## src/rtl/tssc_pkg.sv

```systemverilog
// Package for the tachometer speed step controller: widths, types, codes, constants.
`timescale 1ns / 1ps
package tssc_pkg;

    localparam int CAP_W   = 24;
    localparam int SPEED_W = 27;
    localparam int DUTY_W  = 16;
    localparam int CFG_AW  = 3;
    localparam int CFG_DW  = SPEED_W;
    localparam int CNT_W   = $clog2(SPEED_W);

    typedef logic [CAP_W-1:0]   cap_t;
    typedef logic [SPEED_W-1:0] speed_t;
    typedef logic [DUTY_W-1:0]  duty_t;
    typedef logic [CFG_AW-1:0]  cfg_idx_t;
    typedef logic [CFG_DW-1:0]  cfg_data_t;
    typedef logic [CNT_W-1:0]   cnt_t;

    // Register indexes on the configuration port
    localparam cfg_idx_t REG_SPEED_GOAL = 3'd0;
    localparam cfg_idx_t REG_DUTY_STEP  = 3'd1;
    localparam cfg_idx_t REG_DUTY_HIGH  = 3'd2;
    localparam cfg_idx_t REG_DUTY_LOW   = 3'd3;

    localparam speed_t SPEED_NUM        = 27'd80000000;
    localparam speed_t TARGET_RESET     = 27'd0;
    localparam duty_t  DUTY_STEP_RESET  = 16'd100;
    localparam duty_t  DUTY_HIGH_RESET  = 16'd35000;
    localparam duty_t  DUTY_LOW_RESET   = 16'd2000;
    localparam duty_t  DUTY_LEVEL_RESET = 16'd30000;
    localparam cap_t   LAST_CAP_RESET   = 24'd0;

    // Last iteration index of the restoring divider (one quotient bit per step)
    localparam cnt_t DIV_LAST = CNT_W'(SPEED_W - 1);

    // Controller to datapath
    typedef struct packed {
        logic load;    // take the capture beat, start the divide
        logic step;    // one divider iteration
        logic commit;  // update duty, load the result register
    } tssc_cmd_t;

    // Datapath to controller
    typedef struct packed {
        logic div_last;  // current iteration is the final one
    } tssc_status_t;

endpackage

```

## src/rtl/tssc_if.sv

```systemverilog
// Valid/ready channel interfaces for capture beats and result beats.
`timescale 1ns / 1ps
interface tssc_cap_if;
    logic              valid;
    logic              ready;
    tssc_pkg::cap_t    capture_time;

    modport source (output valid, output capture_time, input ready);
    modport sink   (input valid, input capture_time, output ready);
endinterface

interface tssc_res_if;
    logic              valid;
    logic              ready;
    tssc_pkg::cap_t    period;
    tssc_pkg::speed_t  speed;
    tssc_pkg::duty_t   duty;

    modport source (output valid, output period, output speed, output duty, input ready);
    modport sink   (input valid, input period, input speed, input duty, output ready);
endinterface

```

## src/rtl/tach_speed_step_controller.sv

```systemverilog
// Top level of the tachometer speed step controller.
// A capture beat accepted in idle runs through the divide state, then the update state, which commits it
// to the result register and raises the result valid; the serial divider runs 27 iterations in between.
// A new capture is taken only after the previous one is committed, but the result register lets the next
// capture in while an earlier result still waits. Reset (rst_n low, asynchronous): registers return to
// their defaults, last capture 0, duty level 30000, no result pending.
`timescale 1ns / 1ps
module tach_speed_step_controller (
    input  logic                 clk,
    input  logic                 rst_n,
    tssc_cap_if.sink             capture,
    tssc_res_if.source           result,
    input  logic                 cfg_we,
    input  tssc_pkg::cfg_idx_t   cfg_addr,
    input  tssc_pkg::cfg_data_t  cfg_wdata
);
    import tssc_pkg::*;

    // Command and status between the sequencer and the datapath
    tssc_cmd_t    cmd;
    tssc_status_t status;

    // Sequencer: takes a capture beat only when idle, then runs the divide
    // for a fixed count, then commits into the result register once that
    // register is free (empty, or being drained in the same cycle).
    tssc_ctrl u_ctrl (
        .clk       (clk),
        .rst_n     (rst_n),
        .in_valid  (capture.valid),
        .in_ready  (capture.ready),
        .out_valid (result.valid),
        .out_ready (result.ready),
        .cmd       (cmd),
        .status    (status)
    );

    // Datapath: period from the previous capture, 80000000 / period one
    // quotient bit per cycle, then the duty step clamped to the high and low limits.
    tssc_dpath u_dpath (
        .clk          (clk),
        .rst_n        (rst_n),
        .cfg_we       (cfg_we),
        .cfg_addr     (cfg_addr),
        .cfg_wdata    (cfg_wdata),
        .capture_time (capture.capture_time),
        .cmd          (cmd),
        .status       (status),
        .period       (result.period),
        .speed        (result.speed),
        .duty         (result.duty)
    );

endmodule

```

## src/rtl/tssc_ctrl.sv

```systemverilog
// Controller state machine: sequences load, divide and commit, owns the result valid.
`timescale 1ns / 1ps
module tssc_ctrl (
    input  logic                   clk,
    input  logic                   rst_n,
    input  logic                   in_valid,
    output logic                   in_ready,
    output logic                   out_valid,
    input  logic                   out_ready,
    output tssc_pkg::tssc_cmd_t    cmd,
    input  tssc_pkg::tssc_status_t status
);
    import tssc_pkg::*;

    typedef enum logic [2:0] {
        ST_IDLE = 3'b001,
        ST_DIV  = 3'b010,
        ST_UPD  = 3'b100
    } state_t;

    state_t state_reg;
    state_t state_next;
    logic   out_valid_reg;
    logic   out_valid_next;

    always_comb
    begin
        state_next = state_reg;
        cmd        = '0;
        in_ready   = 1'b0;
        unique case (state_reg)
            ST_IDLE:
            begin
                in_ready = 1'b1;
                if (in_valid)
                begin
                    cmd.load   = 1'b1;
                    state_next = ST_DIV;
                end
            end
            ST_DIV:
            begin
                cmd.step = 1'b1;
                if (status.div_last)
                    state_next = ST_UPD;
            end
            ST_UPD:
            begin
                // hold until the result register is free
                if (!out_valid_reg || out_ready)
                begin
                    cmd.commit = 1'b1;
                    state_next = ST_IDLE;
                end
            end
            default:
            begin
                state_next = ST_IDLE;
            end
        endcase
    end

    always_comb
    begin
        priority if (cmd.commit)
            out_valid_next = 1'b1;
        else if (out_ready)
            out_valid_next = 1'b0;
        else
            out_valid_next = out_valid_reg;
    end

    assign out_valid = out_valid_reg;

    always_ff @(posedge clk or negedge rst_n)
    begin
        if (!rst_n)
        begin
            state_reg     <= ST_IDLE;
            out_valid_reg <= 1'b0;
        end
        else
        begin
            state_reg     <= state_next;
            out_valid_reg <= out_valid_next;
        end
    end

endmodule

```

## src/rtl/tssc_dpath.sv

```systemverilog
// Datapath: config registers, period, serial divider, duty step and clamp, result register.
`timescale 1ns / 1ps
module tssc_dpath (
    input  logic                   clk,
    input  logic                   rst_n,
    input  logic                   cfg_we,
    input  tssc_pkg::cfg_idx_t     cfg_addr,
    input  tssc_pkg::cfg_data_t    cfg_wdata,
    input  tssc_pkg::cap_t         capture_time,
    input  tssc_pkg::tssc_cmd_t    cmd,
    output tssc_pkg::tssc_status_t status,
    output tssc_pkg::cap_t         period,
    output tssc_pkg::speed_t       speed,
    output tssc_pkg::duty_t        duty
);
    import tssc_pkg::*;

    speed_t target_reg;
    duty_t  step_reg;
    duty_t  high_reg;
    duty_t  low_reg;
    cap_t   last_cap_reg;
    duty_t  level_reg;

    cap_t   divisor_reg;
    cap_t   rem_reg;
    speed_t quo_reg;
    cnt_t   cnt_reg;

    cap_t   period_reg;
    speed_t speed_reg;
    duty_t  duty_reg;

    logic [CAP_W:0]  trial;
    logic [CAP_W:0]  diff;
    logic            fits;
    cap_t            rem_next;
    speed_t          quo_next;
    speed_t          speed_val;
    logic [DUTY_W:0] up;
    logic [DUTY_W:0] down;
    duty_t           up_sat;
    duty_t           down_sat;
    duty_t           level_next;

    // Restoring divide: shift in one dividend bit, subtract if it fits
    always_comb
    begin
        trial    = {rem_reg, quo_reg[SPEED_W-1]};
        diff     = trial - {1'b0, divisor_reg};
        fits     = trial >= {1'b0, divisor_reg};
        rem_next = fits ? diff[CAP_W-1:0] : trial[CAP_W-1:0];
        quo_next = {quo_reg[SPEED_W-2:0], fits};
    end

    assign status.div_last = (cnt_reg == DIV_LAST);

    // Zero period saturates
    assign speed_val = (divisor_reg == '0) ? SPEED_NUM : quo_reg;

    always_comb
    begin
        up       = {1'b0, level_reg} + {1'b0, step_reg};
        down     = {1'b0, level_reg} - {1'b0, step_reg};
        up_sat   = (up >= {1'b0, high_reg}) ? high_reg : up[DUTY_W-1:0];
        down_sat = (down[DUTY_W] || (down[DUTY_W-1:0] <= low_reg)) ?
                   low_reg : down[DUTY_W-1:0];
        level_next = (speed_val < target_reg) ? up_sat : down_sat;
    end

    always_ff @(posedge clk or negedge rst_n)
    begin
        if (!rst_n)
        begin
            target_reg   <= TARGET_RESET;
            step_reg     <= DUTY_STEP_RESET;
            high_reg     <= DUTY_HIGH_RESET;
            low_reg      <= DUTY_LOW_RESET;
            last_cap_reg <= LAST_CAP_RESET;
            level_reg    <= DUTY_LEVEL_RESET;
            cnt_reg      <= '0;
        end
        else
        begin
            if (cfg_we)
            begin
                unique case (cfg_addr)
                    REG_SPEED_GOAL: target_reg <= cfg_wdata;
                    REG_DUTY_STEP:  step_reg   <= cfg_wdata[DUTY_W-1:0];
                    REG_DUTY_HIGH:  high_reg   <= cfg_wdata[DUTY_W-1:0];
                    REG_DUTY_LOW:   low_reg    <= cfg_wdata[DUTY_W-1:0];
                    default:        ;
                endcase
            end
            if (cmd.load)
            begin
                last_cap_reg <= capture_time;
                cnt_reg      <= '0;
            end
            else if (cmd.step)
                cnt_reg <= cnt_reg + cnt_t'(1);
            if (cmd.commit)
                level_reg <= level_next;
        end
    end

    always_ff @(posedge clk)
    begin
        if (cmd.load)
        begin
            divisor_reg <= last_cap_reg - capture_time;
            rem_reg     <= '0;
            quo_reg     <= SPEED_NUM;
        end
        else if (cmd.step)
        begin
            rem_reg <= rem_next;
            quo_reg <= quo_next;
        end
        if (cmd.commit)
        begin
            period_reg <= divisor_reg;
            speed_reg  <= speed_val;
            duty_reg   <= level_next;
        end
    end

    assign period = period_reg;
    assign speed  = speed_reg;
    assign duty   = duty_reg;

endmodule

```

## src/flat_wrapper.sv

```systemverilog
// flat-port wrapper written by rule: the top's interface ports become plain ports
module tach_speed_step_controller_flat import tssc_pkg::*;
  (clk, rst_n, cfg_we, cfg_addr, cfg_wdata, capture_valid, capture_capture_time, capture_ready, result_valid, result_period, result_speed, result_duty, result_ready);
  tssc_cap_if capture_i ();
  tssc_res_if result_i ();
  input  logic clk;
  input  logic rst_n;
  input  logic cfg_we;
  input  tssc_pkg::cfg_idx_t cfg_addr;
  input  tssc_pkg::cfg_data_t cfg_wdata;
  input wire logic [$bits(capture_i.valid)-1:0] capture_valid;
  input wire logic [$bits(capture_i.capture_time)-1:0] capture_capture_time;
  output wire logic [$bits(capture_i.ready)-1:0] capture_ready;
  output wire logic [$bits(result_i.valid)-1:0] result_valid;
  output wire logic [$bits(result_i.period)-1:0] result_period;
  output wire logic [$bits(result_i.speed)-1:0] result_speed;
  output wire logic [$bits(result_i.duty)-1:0] result_duty;
  input wire logic [$bits(result_i.ready)-1:0] result_ready;
  assign capture_i.valid = capture_valid;
  assign capture_i.capture_time = capture_capture_time;
  assign capture_ready = capture_i.ready;
  assign result_valid = result_i.valid;
  assign result_period = result_i.period;
  assign result_speed = result_i.speed;
  assign result_duty = result_i.duty;
  assign result_i.ready = result_ready;
  tach_speed_step_controller u_core (.clk(clk), .rst_n(rst_n), .capture(capture_i), .result(result_i), .cfg_we(cfg_we), .cfg_addr(cfg_addr), .cfg_wdata(cfg_wdata));
endmodule
```

## config.mk

```make
export PLATFORM = sky130hd
export DESIGN_NAME = tach_speed_step_controller_flat
export DESIGN_NICKNAME = d
export VERILOG_FILES = /design/src/rtl/tssc_pkg.sv /design/src/rtl/tssc_if.sv /design/src/rtl/tach_speed_step_controller.sv /design/src/rtl/tssc_ctrl.sv /design/src/rtl/tssc_dpath.sv /design/src/flat_wrapper.sv
export SDC_FILE = /design/constraint.sdc
export NUM_CORES = 1
export LEC_CHECK = 0
export ABC_AREA = 1
export BUFFER_PORTS_ARGS = -buffer_cell sky130_fd_sc_hd__buf_2
export CAP_MARGIN = 20
export CORE_MARGIN = 2
export CORE_UTILIZATION = 61
export DETAILED_ROUTE_END_ITERATION = 8
export GPL_ROUTABILITY_DRIVEN = 0
export PLACE_DENSITY = 0.87
export SLEW_MARGIN = 10
export SYNTH_ARGS = -nofsm -noshare
export SYNTH_HDL_FRONTEND = slang
export SYNTH_SLANG_ARGS = --single-unit
```

## constraint.sdc

```tcl
create_clock -name clk -period 4.9 [get_ports clk]
set_input_delay 0 -clock clk [delete_from_list [all_inputs] [get_ports clk]]
set_output_delay 0 -clock clk [all_outputs]
set_load 0.02 [all_outputs]
```

# Word level (Yosys, flattened, before mapping)
# Cells that the tools add are included.
[word_totals]
register_bits = 266
wordCells = 65
[classes]
addsub = 5
order_cmp = 4
n_eq_ne = 10
n_mux = 19
n_reduce_logical = 12
[ops]
columns = ["operator", "n"]
rows = [
  ["$mux W16", 3],
  ["$sub A24 B24 Y24", 2],
  ["$lt A27 B27 Y1", 1],
  ["$mux W27", 1],
  ["$ge A25 B24 Y1", 1],
  ["$logic_not A24 Y1", 1],
  ["$mux W24", 1],
  ["$add A16 B16 Y17", 1],
  ["$ge A17 B16 Y1", 1],
  ["$sub A16 B16 Y17", 1],
  ["$le A16 B16 Y1", 1],
  ["$mux W5", 2],
  ["$eq A3 B2 Y1 const B", 3],
  ["$mux W3", 3],
  ["$pmux W3 S3", 1],
  ["$mux W1", 8],
  ["$reduce_and A2 Y1", 4],
  ["$eq A3 B1 Y1 const B", 2],
  ["$add A5 B1 Y5 const B", 1],
  ["$eq A5 B5 Y1 const B", 1],
  ["$ne A2 B2 Y1 const B", 2],
  ["$reduce_bool A2 Y1", 2],
  ["$eq A3 B3 Y1 const B", 1],
  ["$logic_not A3 Y1", 1],
  ["4 further kinds", 5],
]

# Longest topological paths before layout
[logic_depth]
ltp_word = 5
depth_mapped = 28
depth_no_buf = 27

# By module
# From an unflattened synthesis, not the netlist that was laid out.
[unflattened]
hier_cells = 1991
area_unflattened_um2 = 16024.1
[by_module_without_submodules]
columns = ["mod", "n_inst", "cells_per_inst", "area_per_inst_um2", "seq_area_each_um2"]
rows = [
  ["tssc_dpath", 1, 1963, 15808.9, 6784.0],
  ["tssc_ctrl", 1, 28, 215.2, 101.3],
]

# Least setup slack after synthesis
# OpenSTA, ideal clock, no wires.
[synth_path]
path_kind = "register to register"
start = "register u_core.u_dpath.level_reg[0]"
end = "register u_core.u_dpath.duty_reg[12] (netlist: u_core.u_dpath.duty[12]), data pin"
setup_time_ps = 255
t_arrival_ps = 3164
required_time_ps = 4645
setup_slack_ps = 1482
stages_incl_launch_ff = 22
n_path_buf = 1
period_less_slack_ps = 3418
path_cell_list = "dfrtp_1 -> inv_1 -> ha_1 -> inv_1 -> fa_1 -> nand3_1 -> nand3_1 -> a21oi_1 -> nand3b_1 -> nand3_1 -> nand2_1 -> inv_1 -> ha_1 -> nand2_1 -> nor4_1 -> nand3_1 -> nand3_2 -> buf_4 -> nor2_1 -> nor2_1 -> nand2_1 -> and2_1"
[synth_between]
elab_chain_len = 5
word_cells_on_any_way = 8
[synth_lines]
columns = ["item", "line", "rtl"]
rows = [
  ["start, declared", "tssc_dpath.sv:23", "duty_t level_reg;"],
  ["start signal, assigned", "tssc_dpath.sv:103", "level_reg <= level_next;"],
  ["$sub A16 B16 Y17", "tssc_dpath.sv:64", "down = {1'b0, level_reg} - {1'b0, step_reg};"],
  ["$le A16 B16 Y1", "tssc_dpath.sv:66", "down_sat = (down[DUTY_W] || (down[DUTY_W-1:0] <= low_reg)) ?"],
  ["$logic_or A1 B1 Y1", "tssc_dpath.sv:66", ""],
  ["$mux W16", "tssc_dpath.sv:66", ""],
  ["$mux W16 *", "tssc_dpath.sv:68", "level_next = (speed_val < target_reg) ? up_sat : down_sat;"],
  ["via u_core.u_dpath.level_next[12]", "tssc_dpath.sv:44", "duty_t level_next;"],
  ["end signal, assigned", "tssc_dpath.sv:124", "duty_reg <= level_next;"],
  ["end, declared", "tssc_dpath.sv:32", "duty_t duty_reg;"],
]
# Mark *: on every way through the listed nets, which the timed path passes. The rest lies on a longest branch.
# A chain may end at the register's enable or synchronous reset.

# Final worst setup path
[layout_path]
start = "register u_core.u_dpath.level_reg[0]"
end = "register u_core.u_dpath.duty_reg[9] (netlist: u_core.u_dpath.duty[9]), data pin"
# Same word-level chain as after synthesis.

==> impl_metrics.py <==
metrics = {
    "yosys": {
        "yosys-top-cells-area": "edfxtp_1 (17%), dfrtp_1 (15%), nand2_1 (12%)",
        "avgSynthCellArea_um2": 7.98,
        "ys_seq_elements": 266,
        "async_reset_ff_frac": 0.466,
        "ys_warn_count": 0,
        "netlist.area_leader.share": 0.166,
        "syn-num-nets": 2264,
        "synth_area_um2": 16500,
        "synth_cells": 2062,
        "yosys.area.top_type": "edfxtp_1",
        "synth_edf_count": 91,
        "synth_flop_cell": "dfrtp_1",
        "yosysSeqAreaShare": 0.418,
        "synth_cell_types": 53,
    },
    "floorplan": {
        "ios": 128,
        "die_x_um": 168,
        "die_h_um": 168,
        "rows": 60,
        "core_um2": 26700,
        "initial_core_util": 0.616,
        "die_area_um2": 28300,
    },
    "power_and_ir_drop": {
        "pwr_density_cell_nw_per_um2": 653,
        "cellLeakagePower_nw": 9.57,
        "peakVddDrop_uv": 411,
    },
    "layout": {
        "drive_gt1_frac": 0.118,
        "final_cell_mix": "nand2_1 (509), inv_1 (299), a21oi_1 (144)",
        "fin_cells": 2586,
        "design_area_um2": 18900,
        "synthToLayoutAreaGrowth_pct": 15.2,
        "fin_nets": 2424,
        "final_common_cell": "nand2_1",
        "diodes": 0,
    },
    "sta": {
        "timing.final.crit_period_ns": 4.53,
        "post-route-period-util": 0.925,
        "setup-tns-final_ns": 0,
        "hold_viol_final": 0,
        "fmax_mhz": 221,
        "skew_ns": 0.0221,
        "maxSlewViolCount": 0,
        "timing.slew.headroom": 0.362,
        "rsz0062_at_grt": "no",
        "worst_slew_pin_slew_ns": 0.956,
        "setup_viol": 0,
    },
    "global_route": {
        "antenna_found_initial": 1,
        "grt_max_degree": 75,
        "grt_pass1_vias": 14900,
        "grt_usage": 0.314,
        "overflow": 0,
        "grt_first_pass_wirelength_um": 72500,
    },
    "drt": {
        "drtIter0Drc": 1381,
        "wirelength_um": 44600,
        "vias_per_cell": 5.81,
        "antenna_left": 0,
        "vias": 15000,
        "routedWlPerCell_um": 17.2,
        "drc": 0,
        "dr.pass1.iters": 6,
    },
    "placed_design": {
        "placed_cell_area_um2": 17300,
        "placed_cells": 2477,
        "dp_hpwl_um": 29900,
        "port_buffers": 127,
    },
    "clock_network": {
        "worstSkewPairLatency_ns": 0.56,
        "cts.sink_count": 266,
        "max-clock-path-buffers": 3,
        "cts_setup_buffers": 0,
        "clk_pin_slew_ns": 0.06,
        "clockRootBuffer": "clkbuf_16",
        "htreeDepth": 1,
        "numCtsBuffers": 29,
        "cts_tree": "built",
    },
    "setup_path": {
        "critPathCaptureType": "flop",
        "path_class": "reg2reg",
        "cp-start-kind": "flop",
        "critPathLaunch": "u_core.u_dpath.level_reg[0]",
        "r2r-start": "u_core.u_dpath.level_reg[0]",
        "arrival_ns": 4.84,
        "crit_fanout": 21,
        "required_ns": 5.21,
    },
    "min_path": {
        "min_from": "cfg_addr[0]",
        "holdCritPathClass": "in2reg",
    },
    "flow_run": {
        "drv_cap": 0,
    },
    "run_status": {
        "outcome": "finished, final reports clean",
    },
}
-- final timing paths --
| check | endpoint | slack (ns) | depth (start not counted) |
|---|---|---|---|
| hold reg to reg | u_core.u_dpath.quo_reg[21] | 0.47 | 2 |
| setup reg to reg | u_core.u_dpath.duty[9] | 0.37 | 22 |
| hold / removal | u_core.u_dpath.low_reg[6] | 0.03 | 3 |
| min in group asynchronous | u_core.u_dpath.high_reg[10] | 0.08 | 2 |
| setup / recovery | u_core.u_dpath.duty[9] | 0.37 | 22 |
| max in group asynchronous | u_core.u_ctrl.out_valid | 3.43 | 3 |
-- cell usage after synthesis, types with 3 or more instances --
library cell  count
a21o_1           10
a21oi_1         144
a21oi_4           3
a31oi_1           3
and2_1           16
buf_1             4
buf_2            12
buf_4            10
buf_6             5
clkbuf_1         36
dfrtp_1         101
dfstp_2          23
dfxtp_1          51
edfxtp_1         91
fa_1              4
ha_1            139
inv_1           299
inv_2             8
nand2_1         510
nand2_2           8
nand3_1         129
nand3_2          12
nand3b_1         10
nand4_1          36
nor2_1          119
nor2_2            4
nor3_1           20
nor4_1            3
o211ai_1         14
o21ai_0         137
o21ai_1           3
o21bai_1         12
xnor2_1          17
xor2_1           43
-- metal layers --
metal  vias up  share of wire  GRT usage  wire, um
li1       7049              -          -         -
met2       855           0.45      0.519     20200
met5         -              0          0         0
met4         0          0.045      0.133      1990
met1      6934           0.40      0.406     18000
met3       176          0.097     0.0609      4330
-- logic make-up after synthesis --
group	after synthesis	synth area share
simple gates	879	0.234
flops	266	0.418
buf+inv	375	0.0910
fa+ha+maj	143	0.111
xor+xnor	60	0.0319
compound gates	339	0.114
-- where the power goes --
group          internal, mW  switching [mW]  leakage [nW]
Clock                  1.57           0.908         0.531
Sequential             3.12           0.425          2.74
Combinational          2.12            4.23          6.30
-- worst max-delay path, stage by stage, from the launching register on --
cell and delay (ns):
dfrtp_1 0.40, inv_1 0.07, ha_1 0.14, inv_1 0.08, fa_1 0.44, nand3_1 0.12
nand3_1 0.16, a21oi_1 0.25, nand3b_1 0.16, nand3_1 0.08, nand2_1 0.11, inv_1 0.05
ha_1 0.27, nand2_1 0.09, nor4_1 0.48, nand2_1 0.15, nand2_2 0.28, nand3_4 0.37
nand2_1 0.17, nand2_1 0.07, inv_1 0.07, nand2_1 0.08, and2_1 0.20
-- stage by stage --
step           hold WS, ns  utilization  power [mW]  setup WS, ns
6_report            0.0346        0.709        12.4         0.368
5_1_grt             0.0770        0.709        13.2        0.0794
4_1_cts             0.0161        0.709        12.2         0.152
3_5_place_dp         0.119        0.648        9.54         0.270
3_3_place_gp         0.121        0.647        9.28         0.533
2_1_floorplan       -0.296            -        8.05          1.48
-- cell type report --
type | count | area, um2
fillers | 1913 | 7780
flip-flops and latches | 266 | 6890
multi-input cells | 1421 | 8100
inverters | 308 | 1160
clock buffers | 35 | 758
clock inverters | 19 | 324
well taps | 341 | 427
repair buffers | 196 | 1300
-- what timing repair did --
action	CTS	global route
gates resized for setup	0	2
hold buffers	55	0
endpoints found under the hold margin	161	0
endpoints found under the setup margin	0	30
Note: power is estimated with default switching activity, not from simulation.
